--- src/rtl/tcce_pkg.sv ---
`default_nettype none
// ----------------------------------------------------------------------------
// Text cursor control engine package
// Shared control codes, result actions, register indexes and the stop
// search result type.
// ----------------------------------------------------------------------------
package tcce_pkg;

  // Control character codes.
  localparam logic [7:0] CODE_BS = 8'd8;
  localparam logic [7:0] CODE_HT = 8'd9;
  localparam logic [7:0] CODE_LF = 8'd10;
  localparam logic [7:0] CODE_VT = 8'd11;
  localparam logic [7:0] CODE_FF = 8'd12;
  localparam logic [7:0] CODE_CR = 8'd13;

  // Widths fixed by the interface.
  localparam int unsigned CodeW  = 8;
  localparam int unsigned PosW   = 6;
  localparam int unsigned StopsW = 64;
  localparam int unsigned CfgIdxW = 3;
  localparam int unsigned CfgDataW = 64;

  // What the downstream character store must do.
  typedef enum logic [1:0] {
    ACT_NONE   = 2'd0,
    ACT_PLACE  = 2'd1,
    ACT_DELETE = 2'd2,
    ACT_CLEAR  = 2'd3
  } action_t;

  // Configuration register indexes.
  typedef enum logic [CfgIdxW-1:0] {
    REG_COLUMNS_IN_WINDOW = 3'd0,
    REG_WRAP_ON           = 3'd1,
    REG_H_TABS_ON         = 3'd2,
    REG_V_TABS_ON         = 3'd3,
    REG_H_TAB_STOPS       = 3'd4,
    REG_V_TAB_STOPS       = 3'd5,
    REG_DELETED_CODE      = 3'd6
  } reg_index_t;

  // Result of a tab stop search.
  typedef struct packed {
    logic            found;
    logic [PosW-1:0] pos;
  } stop_hit_t;

endpackage : tcce_pkg
`default_nettype wire

--- src/rtl/tcce_next_stop.sv ---
`default_nettype none
// ----------------------------------------------------------------------------
// Tab stop search
// Finds the lowest set stop bit above the current position and below LIMIT.
// ----------------------------------------------------------------------------
module tcce_next_stop
  import tcce_pkg::*;
#(
  parameter int unsigned LIMIT = 64
) (
  input  wire logic [StopsW-1:0] stops,
  input  wire logic [PosW-1:0]   pos,
  output stop_hit_t              hit
);

  // Walk from the top down so the lowest qualifying bit is the last one kept.
  always_comb begin
    hit = '0;
    for (int k = StopsW - 1; k >= 0; k--) begin
      if ((k < int'(LIMIT)) && (k > int'(pos)) && stops[k]) begin
        hit.found = 1'b1;
        hit.pos   = PosW'(k);
      end
    end
  end

endmodule : tcce_next_stop
`default_nettype wire

--- src/rtl/text_cursor_control_engine.sv ---
`default_nettype none
// ----------------------------------------------------------------------------
// Text cursor control engine
// Tracks a character cursor and turns a character stream into store actions.
// ----------------------------------------------------------------------------
// Each input item carries one character code and a style byte. The block
// keeps the cursor column and row and returns exactly one result item per
// input item: place a glyph, delete a cell, clear the window, or nothing.
// Line feed, carriage return, form feed, backspace, horizontal tab and
// vertical tab move the cursor; the configured deleted code is ignored; any
// other code is placed at the cursor, which then advances and may wrap.
// An item is captured in an input register, decoded against the cursor
// there and written to the result register, so the block takes one item
// every cycle while the output channel does not stall. The combinational
// cursor update, including the 64-bit tab stop priority search, sets that
// rate. Configuration writes are always accepted and take effect on the
// next item that is decoded.
// ----------------------------------------------------------------------------
module text_cursor_control_engine
  import tcce_pkg::*;
#(
  parameter int unsigned MAX_COLS = 64,
  parameter int unsigned MAX_ROWS = 64
) (
  input  wire logic                clk,
  input  wire logic                rst,

  // Configuration write channel.
  input  wire logic                cfg_valid,
  output logic                     cfg_ready,
  input  wire logic [CfgIdxW-1:0]  cfg_index,
  input  wire logic [CfgDataW-1:0] cfg_data,

  // Character input channel.
  input  wire logic                in_valid,
  output logic                     in_ready,
  input  wire logic [CodeW-1:0]    char_code,
  input  wire logic [CodeW-1:0]    char_style,

  // Store action output channel.
  input  wire logic                out_ready,
  output logic                     out_valid,
  output logic [1:0]               action,
  output logic [PosW-1:0]          cell_col,
  output logic [PosW-1:0]          cell_row,
  output logic [CodeW-1:0]         glyph_code,
  output logic [CodeW-1:0]         glyph_style
);

  // Limits in the 7-bit domain used for column and row arithmetic.
  localparam logic [PosW:0] MaxCols = (PosW + 1)'(MAX_COLS);
  localparam logic [PosW:0] MaxRows = (PosW + 1)'(MAX_ROWS);

  // --------------------------------------------------------------------------
  // Configuration registers.
  // --------------------------------------------------------------------------
  logic [PosW:0]       columns_in_window;
  logic                wrap_on;
  logic                h_tabs_on;
  logic                v_tabs_on;
  logic [StopsW-1:0]   h_tab_stops;
  logic [StopsW-1:0]   v_tab_stops;
  logic [CodeW-1:0]    deleted_code;

  assign cfg_ready = 1'b1;

  always_ff @(posedge clk) begin
    if (rst) begin
      columns_in_window <= 7'd64;
      wrap_on           <= 1'b1;
      h_tabs_on         <= 1'b0;
      v_tabs_on         <= 1'b0;
      h_tab_stops       <= '0;
      v_tab_stops       <= '0;
      deleted_code      <= 8'd127;
    end else if (cfg_valid && cfg_ready) begin
      unique case (cfg_index)
        REG_COLUMNS_IN_WINDOW: columns_in_window <= cfg_data[PosW:0];
        REG_WRAP_ON:           wrap_on           <= cfg_data[0];
        REG_H_TABS_ON:         h_tabs_on         <= cfg_data[0];
        REG_V_TABS_ON:         v_tabs_on         <= cfg_data[0];
        REG_H_TAB_STOPS:       h_tab_stops       <= cfg_data;
        REG_V_TAB_STOPS:       v_tab_stops       <= cfg_data;
        REG_DELETED_CODE:      deleted_code      <= cfg_data[CodeW-1:0];
        default: begin
          // Unused index: the write is dropped.
        end
      endcase
    end
  end

  // --------------------------------------------------------------------------
  // Handshake. The input register drains into the result register whenever
  // the result register is empty or its item is being taken this cycle.
  // --------------------------------------------------------------------------
  logic             in_reg_valid;
  logic [CodeW-1:0] in_reg_code;
  logic [CodeW-1:0] in_reg_style;
  logic             advance;

  assign advance  = !out_valid || out_ready;
  assign in_ready = !in_reg_valid || advance;

  always_ff @(posedge clk) begin
    if (rst) begin
      in_reg_valid <= 1'b0;
    end else if (in_ready) begin
      in_reg_valid <= in_valid;
    end
  end

  always_ff @(posedge clk) begin
    if (in_valid && in_ready) begin
      in_reg_code  <= char_code;
      in_reg_style <= char_style;
    end
  end

  // --------------------------------------------------------------------------
  // Cursor state and tab stop search.
  // --------------------------------------------------------------------------
  logic [PosW-1:0] cursor_col;
  logic [PosW-1:0] cursor_row;
  logic [PosW-1:0] cursor_col_next;
  logic [PosW-1:0] cursor_row_next;
  stop_hit_t       h_hit;
  stop_hit_t       v_hit;

  tcce_next_stop #(
    .LIMIT (MAX_COLS)
  ) u_h_stop (
    .stops (h_tab_stops),
    .pos   (cursor_col),
    .hit   (h_hit)
  );

  tcce_next_stop #(
    .LIMIT (MAX_ROWS)
  ) u_v_stop (
    .stops (v_tab_stops),
    .pos   (cursor_row),
    .hit   (v_hit)
  );

  // Row after a line step: saturates at the last row.
  logic [PosW-1:0] row_stepped;
  logic [PosW:0]   row_plus;

  assign row_plus    = {1'b0, cursor_row} + 1'b1;
  assign row_stepped = (row_plus < MaxRows) ? row_plus[PosW-1:0] : cursor_row;

  // Column arithmetic for a placed glyph. An oversized window counts as the
  // full width, and a window of zero columns always wraps when wrapping is on.
  logic [PosW:0] cols_eff;
  logic [PosW:0] col_plus;

  assign cols_eff = (columns_in_window > MaxCols) ? MaxCols : columns_in_window;
  assign col_plus = {1'b0, cursor_col} + 1'b1;

  // --------------------------------------------------------------------------
  // Character decode. Control codes take precedence over the deleted code.
  // --------------------------------------------------------------------------
  action_t         act_next;
  logic [PosW-1:0] cell_col_next;
  logic [PosW-1:0] cell_row_next;
  logic [CodeW-1:0] glyph_code_next;
  logic [CodeW-1:0] glyph_style_next;

  always_comb begin
    cursor_col_next  = cursor_col;
    cursor_row_next  = cursor_row;
    act_next         = ACT_NONE;
    cell_col_next    = '0;
    cell_row_next    = '0;
    glyph_code_next  = '0;
    glyph_style_next = '0;

    unique case (in_reg_code)
      CODE_LF: begin
        cursor_col_next = '0;
        cursor_row_next = row_stepped;
      end
      CODE_HT: begin
        if (h_tabs_on) begin
          if (h_hit.found) begin
            cursor_col_next = h_hit.pos;
          end else begin
            // No stop to the right: behave as a line feed.
            cursor_col_next = '0;
            cursor_row_next = row_stepped;
          end
        end
      end
      CODE_CR: begin
        cursor_col_next = '0;
      end
      CODE_FF: begin
        cursor_col_next = '0;
        cursor_row_next = '0;
        act_next        = ACT_CLEAR;
      end
      CODE_VT: begin
        if (v_tabs_on && v_hit.found) begin
          cursor_row_next = v_hit.pos;
        end
      end
      CODE_BS: begin
        // Step back, stopping at the left edge, then delete the cell there.
        if (cursor_col != '0) begin
          cursor_col_next = cursor_col - 1'b1;
        end
        act_next      = ACT_DELETE;
        cell_col_next = cursor_col_next;
        cell_row_next = cursor_row;
      end
      default: begin
        if (in_reg_code != deleted_code) begin
          act_next         = ACT_PLACE;
          cell_col_next    = cursor_col;
          cell_row_next    = cursor_row;
          glyph_code_next  = in_reg_code;
          glyph_style_next = in_reg_style;
          if (wrap_on && (col_plus >= cols_eff)) begin
            cursor_col_next = '0;
            cursor_row_next = row_stepped;
          end else if (col_plus >= MaxCols) begin
            cursor_col_next = PosW'(MAX_COLS - 1);
          end else begin
            cursor_col_next = col_plus[PosW-1:0];
          end
        end
      end
    endcase
  end

  // The cursor moves only when the decoded item enters the result register.
  always_ff @(posedge clk) begin
    if (rst) begin
      cursor_col <= '0;
      cursor_row <= '0;
    end else if (in_reg_valid && advance) begin
      cursor_col <= cursor_col_next;
      cursor_row <= cursor_row_next;
    end
  end

  // --------------------------------------------------------------------------
  // Result register.
  // --------------------------------------------------------------------------
  always_ff @(posedge clk) begin
    if (rst) begin
      out_valid <= 1'b0;
    end else if (advance) begin
      out_valid <= in_reg_valid;
    end
  end

  always_ff @(posedge clk) begin
    if (in_reg_valid && advance) begin
      action      <= act_next;
      cell_col    <= cell_col_next;
      cell_row    <= cell_row_next;
      glyph_code  <= glyph_code_next;
      glyph_style <= glyph_style_next;
    end
  end

endmodule : text_cursor_control_engine
`default_nettype wire

--- config.mk ---
export PLATFORM = sky130hd
export DESIGN_NAME = text_cursor_control_engine
export DESIGN_NICKNAME = d
export VERILOG_FILES = /design/src/rtl/tcce_pkg.sv /design/src/rtl/tcce_next_stop.sv /design/src/rtl/text_cursor_control_engine.sv
export SDC_FILE = /design/constraint.sdc
export NUM_CORES = 1
export LEC_CHECK = 0
export BUFFER_PORTS_ARGS = -buffer_cell sky130_fd_sc_hd__buf_2
export CORE_ASPECT_RATIO = 0.6
export CORE_MARGIN = 2
export CORE_UTILIZATION = 45
export CTS_BUF_LIST = sky130_fd_sc_hd__clkbuf_4 sky130_fd_sc_hd__clkbuf_8
export CTS_CLUSTER_DIAMETER = 30
export DETAILED_ROUTE_END_ITERATION = 8
export PLACE_DENSITY = 0.61
export RECOVER_POWER = 100
export SYNTH_ARGS = -nofsm -noshare
export SYNTH_HDL_FRONTEND = slang
export SYNTH_SLANG_ARGS = --single-unit
--- constraint.sdc ---
create_clock -name clk -period 4.2 [get_ports clk]
set_clock_uncertainty 0.1 [all_clocks]
set_input_delay 0.84 -clock clk [delete_from_list [all_inputs] [get_ports clk]]
set_output_delay 0.84 -clock clk [all_outputs]
set_load 0.02 [all_outputs]
Word-level counts from Yosys, hierarchy flattened:

Index checks and enable logic that the tools add are counted.

* reduce and logical (&&, ||, !) cells: 153
* $mul: 0
* add/subtract/negate cells: 3
* div/mod/pow operators: 0
* bitwise gates (word level): 3
* $lt $le $gt $ge: 130
* equality and inequality tests: 16
* shifts and indexed selects: 0
* mux-type cells: 147

Operators by type and width (number)
* $mux W7: 127
* $gt A6 B6 Y1 const A: 64
* $gt A5 B6 Y1 const A: 32
* $logic_and A1 B1 Y1: 130
* $gt A4 B6 Y1 const A: 16
* $mux W6: 14
* $eq A8 B4 Y1 const B: 6
* $gt A3 B6 Y1 const A: 8
* $pmux W6 S5: 1
* $gt A2 B6 Y1 const A: 4
* $pmux W6 S2: 2
* $pmux W6 S4: 1
* $add A6 B1 Y7 const B: 2
* $reduce_and A2 Y1: 7
* $gt A1 B6 Y1 const A: 2
* $reduce_bool A5 Y1: 2
* $eq A3 B3 Y1 const B: 3
* $ne A8 B8 Y1: 1
* $ge A7 B7 Y1: 1
* $ge A7 B7 Y1 const B: 1
* $gt A7 B7 Y1 const B: 1
* $lt A7 B7 Y1 const B: 1
* $reduce_and A7 Y1: 1
* $reduce_or A7 Y1: 1
* 17 further kinds: 24

* memories kept: 0
* word-level logic and storage cells: 470
* flip-flop bits (word level): 206
* bits in writable memories: 0
* output and inout bits: 33
* latch bits: 0
* ROM bits: 0
* input bits: 88

Logic depth before layout (Yosys ltp):

Gate-level depths: netlist of the first run.

* depth after elaboration: 68
* mapped depth: 14
* depth with buffers taken out: 12

Cells and area by module:

From an unflattened synthesis of the first run, not the netlist that was laid out.

* cells, all modules: 1612
* area, all modules: 12230.5 um2

By module, submodules not included
* text_cursor_control_engine: cells an instance 906, area an instance 8106.5 um2, seq. area each 4584.4 um2, instances 1
* tcce_next_stop: cells an instance 353, area an instance 2062.0 um2, seq. area each 0.0 um2, instances 2

Worst setup path after synthesis of the first run:

No wires, ideal clock.

* kind: in2reg
* start: input out_ready
* end: register cursor_col[2]
* data arrival time: 3670 ps
* path slack: 373 ps
* path buffers: 1
* stages: 8
* library setup time: 57 ps
* data required time: 4043 ps
* cells stage by stage: nor2b_1 -> nor2b_1 -> o21ai_0 -> a211oi_1 -> clkbuf_1 -> o221ai_1 -> nor3_1 -> a21o_1

* word-level cells in the longest chain between the ends: 3

Ends and longest elaborated chain
* start: declaration: RTL line text_cursor_control_engine.sv:41 `input wire logic out_ready,`
* $logic_or A1 B1 Y1: RTL line text_cursor_control_engine.sv:101 `assign advance = !out_valid || out_ready;`
* $logic_and A1 B1 Y1: RTL line text_cursor_control_engine.sv:241 `end else if (in_reg_valid && advance) begin`
* $reduce_and A4 Y1 (no source line)
* end signal: assignment: RTL line text_cursor_control_engine.sv:242 `cursor_col <= cursor_col_next;`
* end: declaration: RTL line text_cursor_control_engine.sv:122 `logic [PosW-1:0] cursor_col;`

Every way passes these cells.
A chain may end at the register's enable or synchronous reset.

Final worst setup path of the first run:

* start: register cursor_col[0]
* end: register cursor_row[2]

* word-level cells in the longest chain between the ends: 67
* elaborated cells on any way between the ends: 195
* those cells by class: 1 x add/sub; 64 x order compare; 1 x eq/ne; 63 x mux; 66 x reduce/logical

Ends and longest elaborated chain
* $gt A6 B6 Y1: RTL line tcce_next_stop.sv:20 `if ((k < int'(LIMIT)) && (k > int'(pos)) && stops[k]) begin`
* $logic_and A1 B1 Y1: RTL line tcce_next_stop.sv:20
* $mux W7 (63 in series): RTL line tcce_next_stop.sv:20
* $ne A2 B2 Y1 (no source line)
* $reduce_and A7 Y1 (no source line) *
* end signal: assignment: RTL line text_cursor_control_engine.sv:243 `cursor_row <= cursor_row_next;`
* end: declaration: RTL line text_cursor_control_engine.sv:123 `logic [PosW-1:0] cursor_row;`

Every way passes the cells marked *; elsewhere a longest branch is shown, timed or not.

==> implementation parameters, run 1 <==
Parameter                              Value

Critical path
  Setup crit end kind ... flip-flop
  Crit-path max cell delay ... about 0.66 ns
  Crit path kind ... reg -> reg
  Startpoint type of the worst setup path ... flip-flop
  Crit-path cells ... ha_1 > nor2_1 > clkbuf_1 > o21a_1 > a221o_1 > a211o_1 > and4b_1 > a211oi_1 > or4_4 > o21ai_0 > a21oi_1
  Worst endpoint required time ... approximately 4.5 ns
  Slowest stage cell, crit path ... or4_4
  Arrival time at the worst endpoint ... 4.24 ns
  Biggest fanout along the worst timing path ... 12

STA
  Final critical-path required period ... roughly 4 ns
  Upper clock frequency limit ... 251 MHz
  Setup TNS ... 0 ns
  Relative max-transition margin ... -60.6%
  Number of max-slew violations in the final report ... 271
  Final Cycle Share ... between 90% and 100%
  Final Hold Violating Endpoints ... 0
  Number of endpoints failing setup at the final stage ... 0
  Slew at the pin with the worst max-slew slack ... approximately 2.4 ns
  RSZ-0062 raised after global routing ... false

CTS
  TritonCTS clock tree ... yes
  Post_cts resized ... 0
  CTS buffer count ... 38
  Depth of the CTS H-tree ... 2
  Setup bufs post-CTS ... 0
  Clock-pin slew reported for the worst setup and hold paths after clock tree synthesis ... approximately 0.070 ns
  Buffer cell driving the clock tree root ... clkbuf_8
  Clock insertion delay at the later pin of the skew report ... roughly 0.57 ns
  Number of hold buffers added after cts ... 0
  Worst-case clock buffer depth ... 3
  Clk sink count ... approximately 200

Synthesis
  Fraction of registers with async set or reset after synthesis ... 0%
  Number of flip-flops and latches in the synthesized netlist ... 204
  Part of the Yosys area used for sequential elements ... a little under two fifths
  Summed instance area of the synthesized netlist ... around 12000 µm²
  Per-instance average area after synthesis ... around 7.6 µm²
  Number of flops mapped to enable cells by yosys ... 46
  Number of library cell types mapped by synthesis ... 86
  Post-synthesis instance total ... between 1500 and 2000
  Warnings from Yosys ... 0
  Flip-flop cell with the highest count after synthesis ... dfxtp_1
  Post-synthesis net count ... about 1700

Layout
  Commonest non-fill, non-tap cell in the layout ... nand2_1
  Count of inserted antenna diode cells ... 0
  Share of the core filled with cells in the final layout ... ~53%
  Most frequent cells in the layout ... nand2_1, a21oi_1, dfxtp_1
  Area growth syn-to-layout ... 16.5%
  Register Area ... around 4500 µm²
  Number of nets in the final layout ... ~1800
  Post-Layout Inst Area ... 13800 µm²
  Fraction of layout instances using a drive strength above 1 ... between 10% and 20%
  Number of filler cells placed in the layout ... between 2000 and 3000
  Area used by multi-input combinational logic ... roughly 6900 µm²

Place
  Final Wtd Congestion ... approximately 1.1
  Cell area after placement ... around 13000 µm²
  Detail Placement HPWL ... between 30 and 40 mm
  Port Buf Inserts ... between 100 and 150

Floorplanning
  Die area ... roughly 28000 µm²
  I/O pin cnt ... 121
  DIE WIDTH ... 214 µm
  Starting utilization of the core area ... 45.4%
  Placeable core region ... 26200 µm²
  Overall die height ... between 100 and 150 µm
  Number of placement rows ... 46

Routing
  Number of design rule violations left after detail routing ... 0
  Routed metal-1 wire length ... roughly 24 mm
  Number of nets still failing antenna checks after routing ... 0
  Vias per cell ... 6.06
  Routed wl met2 ... 16.7 mm
  Uppermost signal routing layer after detailed routing ... met4
  Violation count after the first detailed-route iteration ... between 1500 and 2000
  First-pass iteration count of the detailed router ... 6
  Routed len/inst ... ~23 µm
  Total met3 wirelength after detailed routing ... around 5.9 mm
  Vias ... about 13000
  Overall routed net length ... between 40 and 50 mm

Hold path
  Path category of the worst min-delay check ... reg -> reg

Pwr
  Sequential group share of total power ... approximately 44%
  Net switching fraction of the power ... between 20 and 30%
  Total power per unit cell area ... between 300 and 400 nW/µm²
  Proportion of power drawn by combinational gates ... approximately 14%
  Proportion of power drawn by the clock network ... approximately 42%
  Leakage power summed over all cells ... between 5 and 6 nW
  P_int ... about 0.0034 W
  Maximum ir drop on the vdd rail ... roughly 0.31 mV
  Switching component of the power ... between 0.001 and 0.0015 W

GRT
  Wire length of the first global-routing pass ... between 60 and 70 mm
  Overall global routing resource usage ... 33.8%
  Maximum number of pins on one net before global-route repair ... 81
  Via count of the first global-routing pass ... roughly 11000
  Global route total overflow ... 0
  Number of antenna violations at the first check in global routing ... 0

Run status
  Outcome ... finished, violations left
  Violated checks ... capacitance limit, slew limit

Flow run
  Count of maximum capacitance violations ... 5
## metrics by stage
stage / power [W] / setup WS, ns / hold slack, ns / cells
4_1_cts: 0.00480 / 0.314 / 0.319 / 2091
3_5_place_dp: 0.00282 / 0.361 / 0.347 / 2024
6_report: 0.00479 / 0.212 / 0.354 / 2091
5_1_grt: 0.00497 / 0.0737 / 0.324 / 2091
2_1_floorplan: 0.00253 / 0.373 / 0.331 / 1569
3_3_place_gp: 0.00282 / 0.459 / 0.347 / 2024
## Yosys cell counts, types with 4 or more instances
cell	n	area (µm²)
o21ai_1	11	55.1
nand3_1	41	205
a21o_1	24	180
mux2i_1	9	90.1
clkbuf_1	77	289
a211oi_1	4	30.0
o22ai_1	6	37.5
o31ai_1	8	60.1
nand4_1	8	50.1
o211ai_1	17	128
ha_1	16	200
a32oi_1	6	52.6
o41ai_1	4	35.0
dfxtp_1	158	3160
buf_2	11	55.1
or2_2	8	50.1
o21a_1	15	113
nor2b_1	32	200
or3_1	5	31.3
and2_1	36	225
a31oi_1	21	131
a221o_1	4	40.0
o221ai_1	7	61.3
a311oi_1	4	35.0
a21boi_0	16	120
nor4_1	11	68.8
buf_1	7	26.3
a211o_1	12	105
nand2_1	357	1340
nor2_1	87	327
o21ai_0	114	571
o2111ai_1	7	61.3
a221oi_1	6	52.6
inv_1	24	90.1
a41oi_1	4	35.0
a21oi_1	197	986
nand2b_1	16	100
edfxtp_1	46	1380
nor3_1	22	110
a22oi_1	13	97.6
nand3b_1	4	30.0
and3_1	4	25.0
xor2_1	9	78.8
a22o_1	6	52.6
xnor2_1	6	52.6
## cell type report
class	count	area share, %
multi-input combinational	1240	49.5
sequential	204	32.8
timing repair buffer	194	8.09
clock buffer	55	4.97
tap	360	3.25
inverter	26	0.705
clock inverter	12	0.651
## cells by family after synthesis
logic type      count (synthesis)  share of synthesized area (%)
flops                         204                           38.2
xor+xnor                       15                           1.10
other cells                     1                         0.0315
simple gates                  649                           24.7
buf+inv                       125                           4.22
fa+ha+maj                      17                           1.77
compound gates                549                           29.2
mux                             9                          0.758
## registers in the layout, summed over array words and instances (netlist names), 7 cells and up
name / cells
in_reg_style: 8
v_tab_stops: 63
h_tab_stops: 63
in_reg_code: 8
deleted_code: 8
glyph_code: 8
glyph_style: 8
columns_in_window: 7
## routing by layer
layer,vias up,GRT usage [%]
met5,-,1.03
met4,0,6.94
met3,60,12.0
met2,662,40.3
met1,6011,55.0
li1,5933,-
## power by group through the flow
stage | sequential (W) | clock (W) | combinational, W
after floorplan | 0.00215 | 0 | 0.000376
after global placement | 0.00215 | 0 | 0.000668
after detailed placement | 0.00215 | 0 | 0.000667
after CTS | 0.00211 | 0.00202 | 0.000671
after global routing | 0.00212 | 0.00212 | 0.000732
final | 0.00211 | 0.00199 | 0.000687
## worst paths after layout
kind                                      from                           end  slack (ns)  cells past startpoint
setup reg to reg    cursor_col[0]$_SDFFE_PP0P_    cursor_row[2]$_SDFFE_PP0P_        0.21                     11
hold reg to reg   v_tab_stops[30]$_SDFFE_PP0P_  v_tab_stops[30]$_SDFFE_PP0P_        0.35                      2
hold / removal    v_tab_stops[30]$_SDFFE_PP0P_  v_tab_stops[30]$_SDFFE_PP0P_        0.35                      2
setup / recovery    cursor_col[0]$_SDFFE_PP0P_    cursor_row[2]$_SDFFE_PP0P_        0.21                     11
## worst max-delay path, delay by kind of cell (launching register included)
| family | cells | cell delay, ns |
|---|---|---|
| AO/OA/AOI/OAI | 6 | 1.33 |
| AND/OR/NAND/NOR | 3 | 1.17 |
| flip-flops | 1 | 0.49 |
| adder cells (fa/ha/maj) | 1 | 0.46 |
| buffers and inverters | 1 | 0.22 |
(Power assumes the default switching activity.)
==> inputs of run 2 (changes only) <==
--- a/config.mk
+++ b/config.mk
@@ -12,7 +12,6 @@
 export CTS_BUF_LIST = sky130_fd_sc_hd__clkbuf_4 sky130_fd_sc_hd__clkbuf_8
 export CTS_CLUSTER_DIAMETER = 30
 export DETAILED_ROUTE_END_ITERATION = 8
-export PLACE_DENSITY = 0.61
 export RECOVER_POWER = 100
 export SYNTH_ARGS = -nofsm -noshare
 export SYNTH_HDL_FRONTEND = slang
==> implementation parameters, run 2 (synthesis gave the netlist of run 1 again) <==
Parameter                              Value

Run status
  Outcome ... finished, violations left
  Violated checks ... capacitance limit, slew limit

Place
  Cell area after placement ... around 13000 µm²
  Final Wtd Congestion ... ~1.0
  Detail Placement HPWL ... 35.8 mm
  Port Buf Inserts ... around 120

Critical path
  Startpoint type of the worst setup path ... flip-flop
  Setup crit end kind ... flip-flop
  Worst endpoint required time ... between 4 and 5 ns
  Crit path kind ... reg -> reg
  Register-to-register setup slack ... roughly 0.14 ns
  Biggest fanout along the worst timing path ... 15
  Arrival time at the worst endpoint ... 4.43 ns

Hold path
  Path category of the worst min-delay check ... reg -> reg

Routing
  First-pass iteration count of the detailed router ... 6
  Number of nets still failing antenna checks after routing ... 0
  Routed len/inst ... approximately 22 µm
  Vias ... between 10000 and 15000
  Number of design rule violations left after detail routing ... 0
  Overall routed net length ... ~47 mm
  Violation count after the first detailed-route iteration ... 1618
  Vias per cell ... slightly above 6

Pwr
  Maximum ir drop on the vdd rail ... 0.250 mV
  Leakage power summed over all cells ... 5.12 nW
  Total power per unit cell area ... 359 nW/µm²

STA
  Relative max-transition margin ... -105%
  Hold Slack ... 0.353 ns
  Upper clock frequency limit ... 247 MHz
  Final Cycle Share ... roughly 97%
  RSZ-0062 raised after global routing ... false
  Number of endpoints failing setup at the final stage ... 0
  Final critical-path required period ... 4.06 ns
  Number of max-slew violations in the final report ... roughly 140
  Final Hold Violating Endpoints ... 0
  Setup TNS ... 0 ns
  Slew at the pin with the worst max-slew slack ... just over 3 ns

CTS
  Setup bufs post-CTS ... 0
  Worst-case clock buffer depth ... 3
  CTS buffer count ... 37
  Clk sink count ... 204
  Buffer cell driving the clock tree root ... clkbuf_8
  TritonCTS clock tree ... yes
  Clock insertion delay at the later pin of the skew report ... roughly 0.55 ns
  Depth of the CTS H-tree ... 2
  Clock-pin slew reported for the worst setup and hold paths after clock tree synthesis ... ~0.060 ns

GRT
  GRT busiest layer ... met1
  Maximum number of pins on one net before global-route repair ... 77
  Global route total overflow ... 0
  Overall global routing resource usage ... roughly a third
  Number of antenna violations at the first check in global routing ... 0
  Met1 routing resource usage after global routing ... around half
  Via count of the first global-routing pass ... around 11000
  Wire length of the first global-routing pass ... around 68 mm
  M3 GR Usage ... 12.2%
  Met2 routing resource usage after global routing ... between 40% and 50%

Floorplanning
  Overall die height ... between 100 and 150 µm
  Die area ... around 28000 µm²
  DIE WIDTH ... 214 µm
  Placeable core region ... between 20000 and 30000 µm²
  I/O pin cnt ... ~120
  Starting utilization of the core area ... approximately 45%
  Number of placement rows ... 46

Flow run
  Count of maximum capacitance violations ... 3

Layout
  Area growth syn-to-layout ... 17.2%
  Number of nets in the final layout ... between 1500 and 2000
  Commonest non-fill, non-tap cell in the layout ... nand2_1
  Count of inserted antenna diode cells ... 0
  Number of filler cells placed in the layout ... 2648
  Post-Layout Inst Area ... around 14000 µm²
  Most frequent cells in the layout ... nand2_1, a21oi_1, dfxtp_1
  Area used by multi-input combinational logic ... approximately 7000 µm²
  Register Area ... roughly 4500 µm²
  Largest registers ranked by flip-flop count ... h_tab_stops: 63 flops, v_tab_stops: 63 flops
  Fraction of layout instances using a drive strength above 1 ... roughly 14%
## run 2: cell types whose count changed in the layout (fill, tap and decap cells not counted), moves of 2 or more
cell	before	now
inv_6	2	0
dfxtp_2	0	2
bufinv_16	0	5
dfxtp_1	158	156
clkinv_2	2	7
buf_4	67	69
inv_4	2	0
and2_1	22	20
and2_0	14	16
clkbuf_4	11	6
o21ai_0	116	114
o21ai_1	9	11
## run 2: area by class of cell
| type | count | area share, % |
|---|---|---|
| tap | 360 | 3.23 |
| clock buffer | 49 | 4.57 |
| inverter | 26 | 0.701 |
| sequential | 204 | 32.6 |
| timing repair buffer | 195 | 7.99 |
| multi-input combinational | 1240 | 49.2 |
| clock inverter | 18 | 1.63 |
## run 2: layer usage
layer / part of all wire [%] / vias to the layer above / routed length, µm
li1: - / 5924 / -
met1: 48 / 5947 / 22500
met2: 37 / 718 / 17100
met3: 14 / 56 / 6330
met4: 1.8 / 0 / 850
met5: 0 / - / 0
## run 2: metrics by stage
step	instances	worst slack [ns]	total power, W	util, %
CTS	2092	0.0531	0.00503	53.5
global route	2092	0.0101	0.00519	53.2
finish	2092	0.145	0.00500	53.2
global placement	2025	0.144	0.00282	50.2
detailed placement	2025	0.0797	0.00282	50.2
floorplan	1569	0.373	0.00253	-
## run 2: repair_timing
action / in CTS / in global routing
hold buffers: 0 / 0
setup endpoints to repair: 0 / 6
resized for setup: 0 / 2
## run 2: final timing paths
check | start | endpoint | depth (start not counted)
worst max register to register | cursor_col[4]$_SDFFE_PP0P_ | cursor_row[4]$_SDFFE_PP0P_ | 11
worst max-delay path | cursor_col[4]$_SDFFE_PP0P_ | cursor_row[4]$_SDFFE_PP0P_ | 11
worst min register to register | v_tab_stops[30]$_SDFFE_PP0P_ | v_tab_stops[30]$_SDFFE_PP0P_ | 2
worst min-delay path | v_tab_stops[30]$_SDFFE_PP0P_ | v_tab_stops[30]$_SDFFE_PP0P_ | 2
## run 2: critical path, cell delays in order, from the launching register on
cell and delay [ns]:
dfxtp_1 0.71, buf_4 0.25, nand2_1 0.21, a22oi_1 0.37, a21oi_1 0.23, a2111oi_4 0.46, nor4b_4 0.31, a211oi_1 0.14
buf_4 0.18, or4_4 0.64, or2_0 0.26, a21oi_1 0.13
## run 2: power by group
group          switching (W)  internal (W)
clock network       0.000893       0.00131
logic               0.000437      0.000251
registers          0.0000490       0.00207
total                0.00138       0.00362
